## src/design/sgmii_basex_aneg_resolver_macros.svh

```systemverilog
// Assertion macros used by the resolver top level.
`ifndef SGMII_BASEX_ANEG_RESOLVER_MACROS_SVH
`define SGMII_BASEX_ANEG_RESOLVER_MACROS_SVH

// Same-cycle implication, checked on aclk outside reset.
`define SBAR_ASSERT_NOW(label, ante, cons, msg) \
    label: assert property (@(posedge aclk) disable iff (!aresetn) (ante) |-> (cons)) \
        else $error(msg);

// Next-cycle implication, checked on aclk outside reset.
`define SBAR_ASSERT_NEXT(label, ante, cons, msg) \
    label: assert property (@(posedge aclk) disable iff (!aresetn) (ante) |=> (cons)) \
        else $error(msg);

`endif

```

## src/design/sbar_pkg.sv

```systemverilog
// Types, constants and codes shared by the auto-negotiation resolver.
package sbar_pkg;

    // capability bits: 4=1000F 3=1000H 2=100F 1=100H 0=pause
    localparam int CAP_W = 5;
    localparam int CAP_PAUSE = 0;
    localparam int CAP_100H  = 1;
    localparam int CAP_100F  = 2;
    localparam int CAP_1000H = 3;
    localparam int CAP_1000F = 4;

    localparam logic [CAP_W-1:0] CAPS_SGMII = 5'b11110;
    localparam logic [CAP_W-1:0] CAPS_BASEX = 5'b10001;
    localparam logic [CAP_W-1:0] CAPS_RESET = 5'b11111;

    // partner word bits
    localparam logic [15:0] W_SGMII_ACKMASK  = 16'h8C00;
    localparam logic [15:0] W_SGMII_LINK     = 16'h8000;
    localparam logic [15:0] W_BASEX_FULLMASK = 16'h4020;
    localparam int WB_SGMII_LINK  = 15;
    localparam int WB_SGMII_FDX   = 12;
    localparam int WB_SGMII_1000  = 11;
    localparam int WB_SGMII_100   = 10;
    localparam int WB_BASEX_PAUSE = 7;
    localparam int WB_BASEX_LINK  = 5;
    localparam int WB_BASEX_FULL  = 5;

    localparam int APB_AW = 4;
    localparam int APB_DW = 32;

    typedef enum logic [1:0] {
        RF_NONE     = 2'b00,
        RF_LINKFAIL = 2'b01,
        RF_OFFLINE  = 2'b10,
        RF_ANEG_ERR = 2'b11
    } rfault_t;

    typedef enum logic [1:0] {
        REG_SUPPORTED  = 2'd0,
        REG_ADVERTISED = 2'd1,
        REG_BASEX      = 2'd2,
        REG_AUTODETECT = 2'd3
    } reg_idx_t;

    typedef enum logic [1:0] {
        SPD_10M  = 2'd0,
        SPD_100M = 2'd1,
        SPD_1G   = 2'd2
    } speed_t;

    typedef enum logic [2:0] {
        OUTC_OK          = 3'd0,
        OUTC_LINK_DOWN   = 3'd1,
        OUTC_OFFLINE     = 3'd2,
        OUTC_LINK_FAIL   = 3'd3,
        OUTC_ANEG_ERR    = 3'd4,
        OUTC_BASEX_UNSUP = 3'd5,
        OUTC_SPEED_UNSUP = 3'd6
    } outcome_t;

    typedef struct packed {
        logic [CAP_W-1:0] supported;
        logic [CAP_W-1:0] advertised;
        logic             basex;
        logic             autodetect;
    } cfg_t;

    typedef struct packed {
        logic             mode_basex;
        logic [CAP_W-1:0] supported;
        logic [CAP_W-1:0] advertised;
        speed_t           last_speed;
        logic             last_fdx;
        logic             last_pause;
    } state_t;

    typedef struct packed {
        logic     link_up;
        speed_t   speed;
        logic     full_duplex;
        logic     pause_on;
        logic     mode_basex;
        logic     mode_switched;
        logic     speed_write;
        outcome_t outcome;
    } result_t;

endpackage

```

## src/design/sbar_cfg.sv

```systemverilog
// APB configuration registers; any register write pulses a state reload.
module sbar_cfg (
    input  logic                       aclk,
    input  logic                       aresetn,
    input  logic                       psel,
    input  logic                       penable,
    input  logic                       pwrite,
    input  logic [sbar_pkg::APB_AW-1:0] paddr,
    input  logic [sbar_pkg::APB_DW-1:0] pwdata,
    output logic [sbar_pkg::APB_DW-1:0] prdata,
    output logic                       pready,
    output sbar_pkg::cfg_t             cfg,
    output sbar_pkg::cfg_t             cfg_new,
    output logic                       cfg_wr
);
    import sbar_pkg::*;

    cfg_t     cfg_reg;
    cfg_t     cfg_next;
    reg_idx_t idx;

    assign pready  = 1'b1;
    assign idx     = reg_idx_t'(paddr[3:2]);
    assign cfg_wr  = psel && penable && pwrite && pready;
    assign cfg     = cfg_reg;
    // register values as they stand after this cycle's write
    assign cfg_new = cfg_next;

    always_comb begin
        cfg_next = cfg_reg;
        if (cfg_wr) begin
            case (idx)
                REG_SUPPORTED:  cfg_next.supported  = pwdata[CAP_W-1:0];
                REG_ADVERTISED: cfg_next.advertised = pwdata[CAP_W-1:0];
                REG_BASEX:      cfg_next.basex      = pwdata[0];
                REG_AUTODETECT: cfg_next.autodetect = pwdata[0];
                default:        cfg_next = cfg_reg;
            endcase
        end
    end

    always_ff @(posedge aclk) begin
        if (!aresetn) begin
            cfg_reg.supported  <= CAPS_RESET;
            cfg_reg.advertised <= CAPS_RESET;
            cfg_reg.basex      <= 1'b0;
            cfg_reg.autodetect <= 1'b1;
        end else begin
            cfg_reg <= cfg_next;
        end
    end

    always_comb begin
        prdata = '0;
        case (idx)
            REG_SUPPORTED:  prdata = {{(APB_DW-CAP_W){1'b0}}, cfg_reg.supported};
            REG_ADVERTISED: prdata = {{(APB_DW-CAP_W){1'b0}}, cfg_reg.advertised};
            REG_BASEX:      prdata = {{(APB_DW-1){1'b0}}, cfg_reg.basex};
            REG_AUTODETECT: prdata = {{(APB_DW-1){1'b0}}, cfg_reg.autodetect};
            default:        prdata = '0;
        endcase
    end

endmodule

```

## src/design/sbar_resolve.sv

```systemverilog
// Combinational resolution of one status poll against the held state.
module sbar_resolve (
    input  logic [15:0]      partner_word,
    input  logic             base_link_up,
    input  logic             autodetect,
    input  sbar_pkg::state_t st,
    output sbar_pkg::state_t st_next,
    output sbar_pkg::result_t res
);
    import sbar_pkg::*;

    logic             link;
    logic             mode;
    logic             switched;
    logic             do_full;
    logic [CAP_W-1:0] sup;
    logic [CAP_W-1:0] adv;
    logic [CAP_W-1:0] both;
    rfault_t          rf;

    assign rf = rfault_t'(partner_word[13:12]);

    always_comb begin
        link = base_link_up &&
               (st.mode_basex ? partner_word[WB_BASEX_LINK] : partner_word[WB_SGMII_LINK]);
        mode     = st.mode_basex;
        sup      = st.supported;
        adv      = st.advertised;
        switched = 1'b0;
        do_full  = 1'b1;
        both     = '0;

        res.link_up       = 1'b1;
        res.speed         = SPD_10M;
        res.full_duplex   = 1'b0;
        res.pause_on      = 1'b0;
        res.mode_switched = 1'b0;
        res.speed_write   = 1'b0;
        res.outcome       = OUTC_OK;

        if (!link) begin
            res.link_up     = 1'b0;
            res.speed       = st.last_speed;
            res.full_duplex = st.last_fdx;
            res.pause_on    = st.last_pause;
            res.outcome     = OUTC_LINK_DOWN;
        end else begin
            if (autodetect) begin
                if (mode && ((partner_word & W_SGMII_ACKMASK) > W_SGMII_LINK)) begin
                    mode     = 1'b0;
                    sup      = CAPS_SGMII;
                    adv      = adv & CAPS_SGMII;
                    switched = 1'b1;
                end else if (!mode &&
                             ((partner_word & W_BASEX_FULLMASK) == W_BASEX_FULLMASK)) begin
                    mode     = 1'b1;
                    sup      = CAPS_BASEX;
                    adv      = adv & CAPS_BASEX;
                    switched = 1'b1;
                end
            end
            both = sup & adv;
            res.mode_switched = switched;

            if (mode) begin
                if (!both[CAP_1000F]) begin
                    res.outcome = OUTC_BASEX_UNSUP;
                end else begin
                    case (rf)
                        RF_OFFLINE: begin
                            res.outcome = OUTC_OFFLINE;
                            do_full     = 1'b0;
                        end
                        RF_LINKFAIL: begin
                            res.outcome = OUTC_LINK_FAIL;
                            do_full     = 1'b0;
                        end
                        RF_ANEG_ERR: begin
                            // negotiation error: flip advertised pause, when pause is supported, to retry
                            res.outcome    = OUTC_ANEG_ERR;
                            adv[CAP_PAUSE] = adv[CAP_PAUSE] ^ sup[CAP_PAUSE];
                        end
                        default: begin
                            adv[CAP_PAUSE] = sup[CAP_PAUSE] & partner_word[WB_BASEX_PAUSE];
                            res.pause_on   = adv[CAP_PAUSE];
                        end
                    endcase
                    if (do_full && partner_word[WB_BASEX_FULL]) begin
                        adv[CAP_1000F]  = 1'b1;
                        res.speed       = SPD_1G;
                        res.full_duplex = 1'b1;
                        res.speed_write = 1'b1;
                    end
                end
            end else begin
                if (partner_word[WB_SGMII_1000]) begin
                    if (both[CAP_1000F] || both[CAP_1000H]) begin
                        res.speed       = SPD_1G;
                        res.speed_write = 1'b1;
                    end else begin
                        res.outcome = OUTC_SPEED_UNSUP;
                    end
                end else if (partner_word[WB_SGMII_100]) begin
                    if (both[CAP_100F] || both[CAP_100H]) begin
                        res.speed       = SPD_100M;
                        res.speed_write = 1'b1;
                    end else begin
                        res.outcome = OUTC_SPEED_UNSUP;
                    end
                end else begin
                    res.speed_write = 1'b1;
                end
                res.full_duplex = partner_word[WB_SGMII_FDX] &&
                                  (both[CAP_100F] || both[CAP_1000F]);
            end
        end
        res.mode_basex = mode;

        if (link) begin
            st_next.mode_basex = mode;
            st_next.supported  = sup;
            st_next.advertised = adv;
            st_next.last_speed = res.speed;
            st_next.last_fdx   = res.full_duplex;
            st_next.last_pause = res.pause_on;
        end else begin
            st_next = st;
        end
    end

endmodule

```

## src/design/sgmii_basex_aneg_resolver.sv

```systemverilog
// Top level: input register, resolve logic with held state, result register, APB port.
// One status poll is accepted per cycle unless the output stalls; each gives one result
// item via the input, then the result register; the held mode and capability state is
// read and rewritten by the resolve logic in the same cycle an item moves to the result
// register, so consecutive polls chain without gaps. A configuration write reloads the
// held state from the configuration registers and is meant for an idle block.
`include "sgmii_basex_aneg_resolver_macros.svh"

module sgmii_basex_aneg_resolver (
    input  logic                        aclk,
    input  logic                        aresetn,
    input  logic                        s_tvalid,
    output logic                        s_tready,
    input  logic [23:0]                 s_tdata,  // [15:0] partner_word, [16] base_link_up
    output logic                        m_tvalid,
    input  logic                        m_tready,
    // [0] link_up, [2:1] speed_code, [3] full_duplex, [4] pause_on, [5] mode_basex,
    // [6] mode_switched, [7] speed_reg_write, [10:8] outcome
    output logic [15:0]                 m_tdata,
    input  logic                        psel,
    input  logic                        penable,
    input  logic                        pwrite,
    input  logic [sbar_pkg::APB_AW-1:0] paddr,
    input  logic [sbar_pkg::APB_DW-1:0] pwdata,
    output logic [sbar_pkg::APB_DW-1:0] prdata,
    output logic                        pready
);
    import sbar_pkg::*;

    cfg_t    cfg;
    cfg_t    cfg_new;
    logic    cfg_wr;
    logic    in_valid_reg;
    logic [15:0] word_reg;
    logic    base_reg;
    logic    out_valid_reg;
    result_t res_reg;
    result_t res_next;
    state_t  state_reg;
    state_t  state_next;
    logic    advance;

    sbar_cfg u_cfg (
        .aclk    (aclk),
        .aresetn (aresetn),
        .psel    (psel),
        .penable (penable),
        .pwrite  (pwrite),
        .paddr   (paddr),
        .pwdata  (pwdata),
        .prdata  (prdata),
        .pready  (pready),
        .cfg     (cfg),
        .cfg_new (cfg_new),
        .cfg_wr  (cfg_wr)
    );

    sbar_resolve u_resolve (
        .partner_word (word_reg),
        .base_link_up (base_reg),
        .autodetect   (cfg.autodetect),
        .st           (state_reg),
        .st_next      (state_next),
        .res          (res_next)
    );

    assign advance  = in_valid_reg && (!out_valid_reg || m_tready);
    assign s_tready = !in_valid_reg || advance;

    always_ff @(posedge aclk) begin
        if (!aresetn) begin
            in_valid_reg  <= 1'b0;
            out_valid_reg <= 1'b0;
        end else begin
            if (s_tready) begin
                in_valid_reg <= s_tvalid;
            end
            if (advance) begin
                out_valid_reg <= 1'b1;
            end else if (m_tready) begin
                out_valid_reg <= 1'b0;
            end
        end
    end

    always_ff @(posedge aclk) begin
        if (s_tvalid && s_tready) begin
            word_reg <= s_tdata[15:0];
            base_reg <= s_tdata[16];
        end
        if (advance) begin
            res_reg <= res_next;
        end
    end

    always_ff @(posedge aclk) begin
        if (!aresetn) begin
            state_reg.mode_basex <= 1'b0;
            state_reg.supported  <= CAPS_RESET;
            state_reg.advertised <= CAPS_RESET;
            state_reg.last_speed <= SPD_10M;
            state_reg.last_fdx   <= 1'b0;
            state_reg.last_pause <= 1'b0;
        end else if (cfg_wr) begin
            state_reg.mode_basex <= cfg_new.basex;
            state_reg.supported  <= cfg_new.supported;
            state_reg.advertised <= cfg_new.advertised;
            state_reg.last_speed <= SPD_10M;
            state_reg.last_fdx   <= 1'b0;
            state_reg.last_pause <= 1'b0;
        end else if (advance) begin
            state_reg <= state_next;
        end
    end

    assign m_tvalid = out_valid_reg;
    assign m_tdata  = {5'b0, res_reg.outcome, res_reg.speed_write, res_reg.mode_switched,
                       res_reg.mode_basex, res_reg.pause_on, res_reg.full_duplex,
                       res_reg.speed, res_reg.link_up};

    `SBAR_ASSERT_NEXT(a_cfg_reload, cfg_wr,
        state_reg.mode_basex == cfg.basex && state_reg.supported == cfg.supported &&
        state_reg.advertised == cfg.advertised && state_reg.last_speed == SPD_10M,
        "state not reloaded from configuration")
    `SBAR_ASSERT_NEXT(a_in_hold, in_valid_reg && !advance, in_valid_reg,
        "input stage dropped an item")
    `SBAR_ASSERT_NOW(a_link_down, out_valid_reg && res_reg.outcome == OUTC_LINK_DOWN,
        !res_reg.link_up && !res_reg.speed_write && !res_reg.mode_switched,
        "link down result with side effects")
    `SBAR_ASSERT_NEXT(a_state_quiet, !advance && !cfg_wr, $stable(state_reg),
        "held state changed without an item")

endmodule
```

## config.mk

```make
export PLATFORM = sky130hd
export DESIGN_NAME = sgmii_basex_aneg_resolver
export DESIGN_NICKNAME = d
export VERILOG_FILES = /design/src/design/sbar_pkg.sv /design/src/design/sbar_cfg.sv /design/src/design/sbar_resolve.sv /design/src/design/sgmii_basex_aneg_resolver.sv
export VERILOG_INCLUDE_DIRS = /design/src /design/src/design
export SDC_FILE = /design/constraint.sdc
export NUM_CORES = 1
export LEC_CHECK = 0
export ABC_CLOCK_PERIOD_IN_PS = 1950
export BUFFER_PORTS_ARGS = -buffer_cell sky130_fd_sc_hd__buf_2
export CELL_PAD_IN_SITES_DETAIL_PLACEMENT = 2
export CELL_PAD_IN_SITES_GLOBAL_PLACEMENT = 2
export CORE_ASPECT_RATIO = 1.5
export CORE_MARGIN = 10
export CORE_UTILIZATION = 26
export DETAILED_ROUTE_END_ITERATION = 12
export HOLD_SLACK_MARGIN = 0.06
export PLACE_DENSITY_LB_ADDON = 0.3
export SYNTH_ARGS = -nofsm -noshare
export SYNTH_HDL_FRONTEND = slang
export SYNTH_SLANG_ARGS = --single-unit
```

## constraint.sdc

```tcl
create_clock -name aclk -period 1.95 [get_ports aclk]
set_input_delay 0.2925 -clock aclk [delete_from_list [all_inputs] [get_ports aclk]]
set_output_delay 0.2925 -clock aclk [all_outputs]
set_load 0.05 [all_outputs]
```

# Yosys cells after proc, flatten, opt, wreduce, memory -nomap -nowiden

Index checks and enable logic that the tools add are counted.

Register bits: 57
Bits of input ports: 67
Output and inout port bits: 51
Logic and storage cells: 122

$lt $le $gt $ge: 1
Eq/ne operators: 7
Mux-type cells: 60
Bitwise gates (word level): 4
Reduce and logical (&&, ||, !) cells: 28

Operators with widths:

| kind                                                                   | number |
|---|---|
| 32-bit case mux with 4 select lines                                    | 1 |
| 15-bit 2-to-1 mux                                                      | 3 |
| 5-bit 2-to-1 mux                                                       | 7 |
| 1-bit 2-to-1 mux                                                       | 30 |
| 4-bit 2-to-1 mux                                                       | 7 |
| 3-bit 2-to-1 mux                                                       | 6 |
| 16-bit greater-than comparator (second input constant)                 | 1 |
| 12-bit 2-to-1 mux                                                      | 1 |
| 2-bit equality test (second input constant)                            | 5 |
| 1-bit logical AND                                                      | 9 |
| 3-bit case mux with 3 select lines                                     | 1 |
| 2-bit AND reduction                                                    | 4 |
| 2-bit 2-to-1 mux                                                       | 3 |
| 2-bit nonzero test                                                     | 3 |
| 5-bit AND                                                              | 1 |
| 1-bit logical OR                                                       | 5 |
| 2-bit by 1-bit equality test with 1-bit output (second input constant) | 2 |
| 2-bit OR reduction                                                     | 2 |
| 1-bit logical NOT                                                      | 3 |
| 3-bit OR reduction                                                     | 1 |
| 2-bit logical NOT                                                      | 1 |
| 1-bit case mux with 2 select lines                                     | 1 |
| 1-bit AND                                                              | 1 |
| 1-bit inverter                                                         | 1 |
| 1-bit bitwise XOR                                                      | 1 |

# Logic depth before layout (Yosys ltp)

Depth in word-level cells: 18
Mapped depth: 6
Gate-level depth less buffers: 6

# Modules after synthesis

From an unflattened synthesis, not the netlist that was laid out.

Cells, all modules: 323
Area, all modules: 3303.2 µm²

By module, submodules not included:

| module                    | instances | cells an instance | area each (µm²) | sequential area each (µm²) |
|---|---|---|---|---|
| sgmii_basex_aneg_resolver | 1         | 128               | 1711.6          | 1181.1 |
| sbar_cfg                  | 1         | 112               | 979.7           | 240.2 |
| sbar_resolve              | 1         | 83                | 611.8           | 0.0 |

# Worst setup path before layout

OpenSTA, ideal clock, no wires.

Kind: register to register
Start: register out_valid_reg, in the netlist m_tvalid
End: register base_reg, enable pin
Data arrival time: 1.588 ns
Required time: 1.667 ns
Slack: 0.079 ns
Stages on the path, launching flop included: 4
Path buffers: 0
Period minus slack after synthesis: 1.871 ns
Cells stage by stage: dfxtp_1 > nor2b_1 > nand2_1 > and2_1

Longest elaborated chain between the ends: 5

Ends and longest elaborated chain:

| element                | line                            | text |
|---|---|---|
| start, declared        | sgmii_basex_aneg_resolver.sv:36 | `logic out_valid_reg;` |
| start signal, assigned | sgmii_basex_aneg_resolver.sv:73 | `out_valid_reg <= 1'b0;` |
| start signal, assigned | sgmii_basex_aneg_resolver.sv:79 | `out_valid_reg <= 1'b1;` |
| start signal, assigned | sgmii_basex_aneg_resolver.sv:81 | `out_valid_reg <= 1'b0;` |
| 1-bit logical NOT      | sgmii_basex_aneg_resolver.sv:67 | `assign advance = in_valid_reg && (!out_valid_reg \|\| m_tready);` |
| 1-bit logical OR       | sgmii_basex_aneg_resolver.sv:67 |  |
| 1-bit logical AND      | sgmii_basex_aneg_resolver.sv:67 |  |
| 1-bit logical OR       | sgmii_basex_aneg_resolver.sv:68 | `assign s_tready = !in_valid_reg \|\| advance;` |
| via s_tready           | sgmii_basex_aneg_resolver.sv:13 | `output logic s_tready,` |
| 1-bit logical AND      | sgmii_basex_aneg_resolver.sv:87 | `if (s_tvalid && s_tready) begin` |
| end signal, assigned   | sgmii_basex_aneg_resolver.sv:89 | `base_reg <= s_tdata[16];` |
| end, declared          | sgmii_basex_aneg_resolver.sv:35 | `logic base_reg;` |

The timed path passes the listed nets, and every way through them passes these cells.
A chain may end at the register's enable or synchronous reset.

# Final worst setup path

Start: register state_reg[14] (netlist bit)
End: register res_reg (netlist bit m_tdata[10]) (data pin)

Longest elaborated chain between the ends: 12
Elaborated cells between the ends (all ways): 26
Classes of those cells: mux: 19; bitwise: 1; reduce/logical: 6

Ends and longest elaborated chain:

| element                                                     | line                             | text |
|---|---|---|
| start, declared                                             | sgmii_basex_aneg_resolver.sv:39  | `state_t state_reg;` |
| start signal, assigned                                      | sgmii_basex_aneg_resolver.sv:112 | `state_reg <= state_next;` |
| 1-bit logical NOT                                           | sbar_resolve.sv:54               | `end else if (!mode &&` |
| 1-bit logical AND                                           | sbar_resolve.sv:54               |  |
| 5-bit 2-to-1 mux / 4-bit 2-to-1 mux (equally long branches) | sbar_resolve.sv:54               |  |
| 5-bit 2-to-1 mux / 4-bit 2-to-1 mux (equally long branches) | sbar_resolve.sv:49               | `if (mode && ((partner_word & W_SGMII_ACKMASK) > W_SGMII_LINK)) begin` |
| 5-bit 2-to-1 mux / 4-bit 2-to-1 mux (equally long branches) | sbar_resolve.sv:48               | `if (autodetect) begin` |
| 5-bit 2-to-1 mux                                            | sbar_resolve.sv:41               | `if (!link) begin` |
| 5-bit AND                                                   | sbar_resolve.sv:62               | `both = sup & adv;` |
| 1-bit logical OR                                            | sbar_resolve.sv:104              | `if (both[CAP_100F] \|\| both[CAP_100H]) begin` |
| 3-bit 2-to-1 mux                                            | sbar_resolve.sv:104              |  |
| 3-bit 2-to-1 mux                                            | sbar_resolve.sv:103              | `end else if (partner_word[WB_SGMII_100]) begin` |
| 4-bit 2-to-1 mux                                            | sbar_resolve.sv:96               | `if (partner_word[WB_SGMII_1000]) begin` |
| 4-bit 2-to-1 mux                                            | sbar_resolve.sv:65               | `if (mode) begin` |
| end signal, assigned                                        | sgmii_basex_aneg_resolver.sv:92  | `res_reg <= res_next;` |
| end, declared                                               | sgmii_basex_aneg_resolver.sv:37  | `result_t res_reg;` |

Several ways; a longest one is shown, not always the timed one. The select of a mux whose other input is x is not followed.

==> metrics.md <==
| Metric | Value |
|---|---|
| Min cycle time layout | `around 1800 ps` |
| # diodes | `0` |
| Crit. Startpoint | `state_reg[14]` |
| Post-Place Worst Slack | `122.5 ps` |
| FF-to-FF setup slack | `120 ps` |
| Met1 usage | `between 10% and 20%` |
| Slew headroom | `between 30 and 40%` |
| Setup TNS | `0 ps` |
| Post-Syn Area | `~2500 um^2` |
| Initial DRC Count | `26` |
| Initial antenna violation count | `0` |
| Via-to-Cell Ratio | `4.719` |
| TritonCTS Sinks | `48` |
| Fmax | `about 550 MHz` |
| Largest net degree at the start of global routing | `25` |
| CTS tree | `done` |
| CORE AREA | `about 9600 um^2` |
| Main flop type after synthesis | `dfxtp_1` |
| Final core occ | `between 30% and 40%` |
| DR vias | `roughly 2000` |
| Crit path capture | `m_tdata[10]` |
| Start of the worst register-to-register path | `state_reg[14]` |
| Mean Syn Cell Area | `roughly 9.6 um^2` |
| FF-to-FF path depth | `4` |
| CP Capture Type | `flop` |
| Max FO, Critical Path | `8` |
| EDFF count, synth | `20` |
| Worst Setup Start Kind | `flop` |
| Row cnt | `44` |
| Root Driver | `clkbuf_16` |
| Number of global-route vias before repair | `about 2300` |
| Hold_ws | `~170 ps` |
| Final setup viols | `0` |
| Min-Delay Path Depth | `1` |
| Maximum clock insertion buffer count | `2` |
| Worst skew pair latency | `between 200 and 300 ps` |
| Final std cells w/o fill | `430` |
| Count of cell types in the netlist | `45` |
| Sequential share of the synthesized area | `about 46%` |
| YS warnings | `0` |
| Remaining antenna violation count | `0` |
| Buffers on Ports | `40` |
| Fillers | `1138` |
| Setup ws final | `between 100 and 150 ps` |
| Peak VDD IR | `around 0.00031 V` |
| Placed cell count | `between 400 and 500` |
| Setup Skew | `6.854 ps` |
| Share of the synthesized area in the top cell type | `approximately a quarter` |
| Die W | `between 100 and 150 um` |
| Max_cap viols | `0` |
| Slew Limit Fails | `0` |
| P per Cell Area | `838.5 nW/um^2` |
| Final period util | `93.70%` |
| Largest cells by area after synthesis | `edfxtp_1 (24%), dfxtp_1 (22%), buf_4 (10%)` |
| Share of layout cells above drive strength 1 | `22.54%` |
| Resized cells post-CTS | `0` |
| Synth top cells by count | `buf_4 (34), nand2_1 (34), dfxtp_1 (28), edfxtp_1 (20), mux2i_1 (16)` |
| Max reg flops | `14` |
| Placer congestion estimate | `around 0.76` |
| End of the worst register-to-register path | `m_tdata[10]` |
| Die ar. | `around 14000 um^2` |
| Starting Density | `a little over a quarter` |
| Worst slew pin tran | `1010 ps` |
| Num CTS Buffers | `5` |
| WP data required | `about 2100 ps` |
| H-Tree Depth | `2` |
| WL/cell | `16.89 um` |
| Clk slew on worst S/H paths | `~60 ps` |
| Arrival time worst endpoint | `1950 ps` |
| Fin nets | `between 300 and 400` |
| Routed wire length | `7262 um` |
| Gr busiest metal | `met2` |
| DRC | `0` |
| Synthesis-stage register bit count | `48` |
| Post-DP HPWL | `between 5000 and 6000 um` |
| Post-synth ARST share | `0%` |
| Cell taking the most area after synthesis | `edfxtp_1` |
| Synth Instances | `between 200 and 300` |
| GR Util met2 | `19.56%` |
| GRT overflow | `0` |
| First-pass DRT Iterations | `4` |
| First-pass GRT wire length | `12010 um` |
| Die Span Y | `140.9 um` |
| Gr usage total | `10.57%` |
| Leakage | `~1.3 nW` |
| Final Hold Vio Count | `0` |
| Met3 GRT Util | `under 10%` |
| Status | `finished clean` |
| WS Path Type | `flop to flop` |
| Area Growth Syn to Fin | `17.63%` |
| Hold crit path type | `input pin to flop` |
| I/O pin cnt | `around 120` |
## report_power, final
group / switching (W) / internal (W) / leakage [nW]
clock: 0.000369 / 0.000547 / 0.0772
sequential: 0.0000283 / 0.00109 / 0.422
combinational: 0.000352 / 0.000113 / 0.792
total: 0.000749 / 0.00175 / 1.29
## through the flow
step           total power [W]  instance area, um^2
2_1_floorplan         0.001539                 2650
3_3_place_gp          0.001599                 2816
3_5_place_dp          0.001608                 2816
4_1_cts               0.002531                 2973
5_1_grt               0.002614                 2980
6_report              0.002499                 2980
## cell families (layout without fill, tap and decap cells)
logic type / after synthesis / in the layout / synth area share [%]
flops: 48 / 48 / 45.83
buf+inv: 52 / 73 / 13.09
mux: 19 / 19 / 8.098
fa+ha+maj: 3 / 3 / 1.482
other cells: 2 / 33 / 0.2964
simple gates: 78 / 78 / 14.47
compound gates: 61 / 61 / 16.74
## layout by cell type, fill, tap and decap left out, types with 2 or more instances in the layout
cell	n
mux2i_1	16
o221ai_1	4
o21bai_1	2
buf_4	18
a211oi_1	2
edfxtp_1	20
inv_1	7
clkbuf_8	2
dfxtp_1	28
buf_2	40
conb_1	33
nand4b_1	2
ha_1	3
nand2b_1	6
nor2_1	13
clkbuf_16	5
a21oi_1	12
a21boi_0	3
a31oi_1	5
nor2b_1	5
nand3_1	9
a32oi_1	4
mux2_2	2
nand2_1	34
o21ai_0	13
o211ai_1	4
nand4_1	2
nor3_1	3
## how the worst min path moves through the flow
stage,start,to,slack [ps]
floorplan,s_tdata[16],base_reg,390
global placement,state_reg[2],state_reg[2],450
detailed placement,state_reg[2],state_reg[2],470
CTS,s_tdata[16],base_reg,170
global route,s_tdata[13],word_reg[13],170
finish,s_tdata[16],base_reg,170
## worst max-delay path: stages (launching register included)
cell,delay (ps)
dfxtp_1,460
and4b_1,330
o31a_1,300
o311a_1,340
a311oi_2,230
## metal layers
layer,vias to the layer above,wire length (um),share of wire [%]
met4,0,128,1.8
met5,-,0,0
met2,51,3989,55
li1,980,-,-
met3,6,413,5.7
met1,992,2731,38
## what timing repair did
item / in CTS / in global routing
setup buffers: 0 / 1
endpoints found under the hold margin: 0 / 0
endpoints found under the setup margin: 0 / 3
hold buffers: 0 / 0
## layout make-up
class,count,area [um^2],area share (%)
flip-flops and latches,48,1161,38.96
multi-input cells,194,1157,38.83
repair buffers,58,335.3,11.25
clock buffers,8,156.4,5.248
well taps,115,143.9,4.828
inverters,7,26.28,0.8816
(Power assumes the default switching activity.)
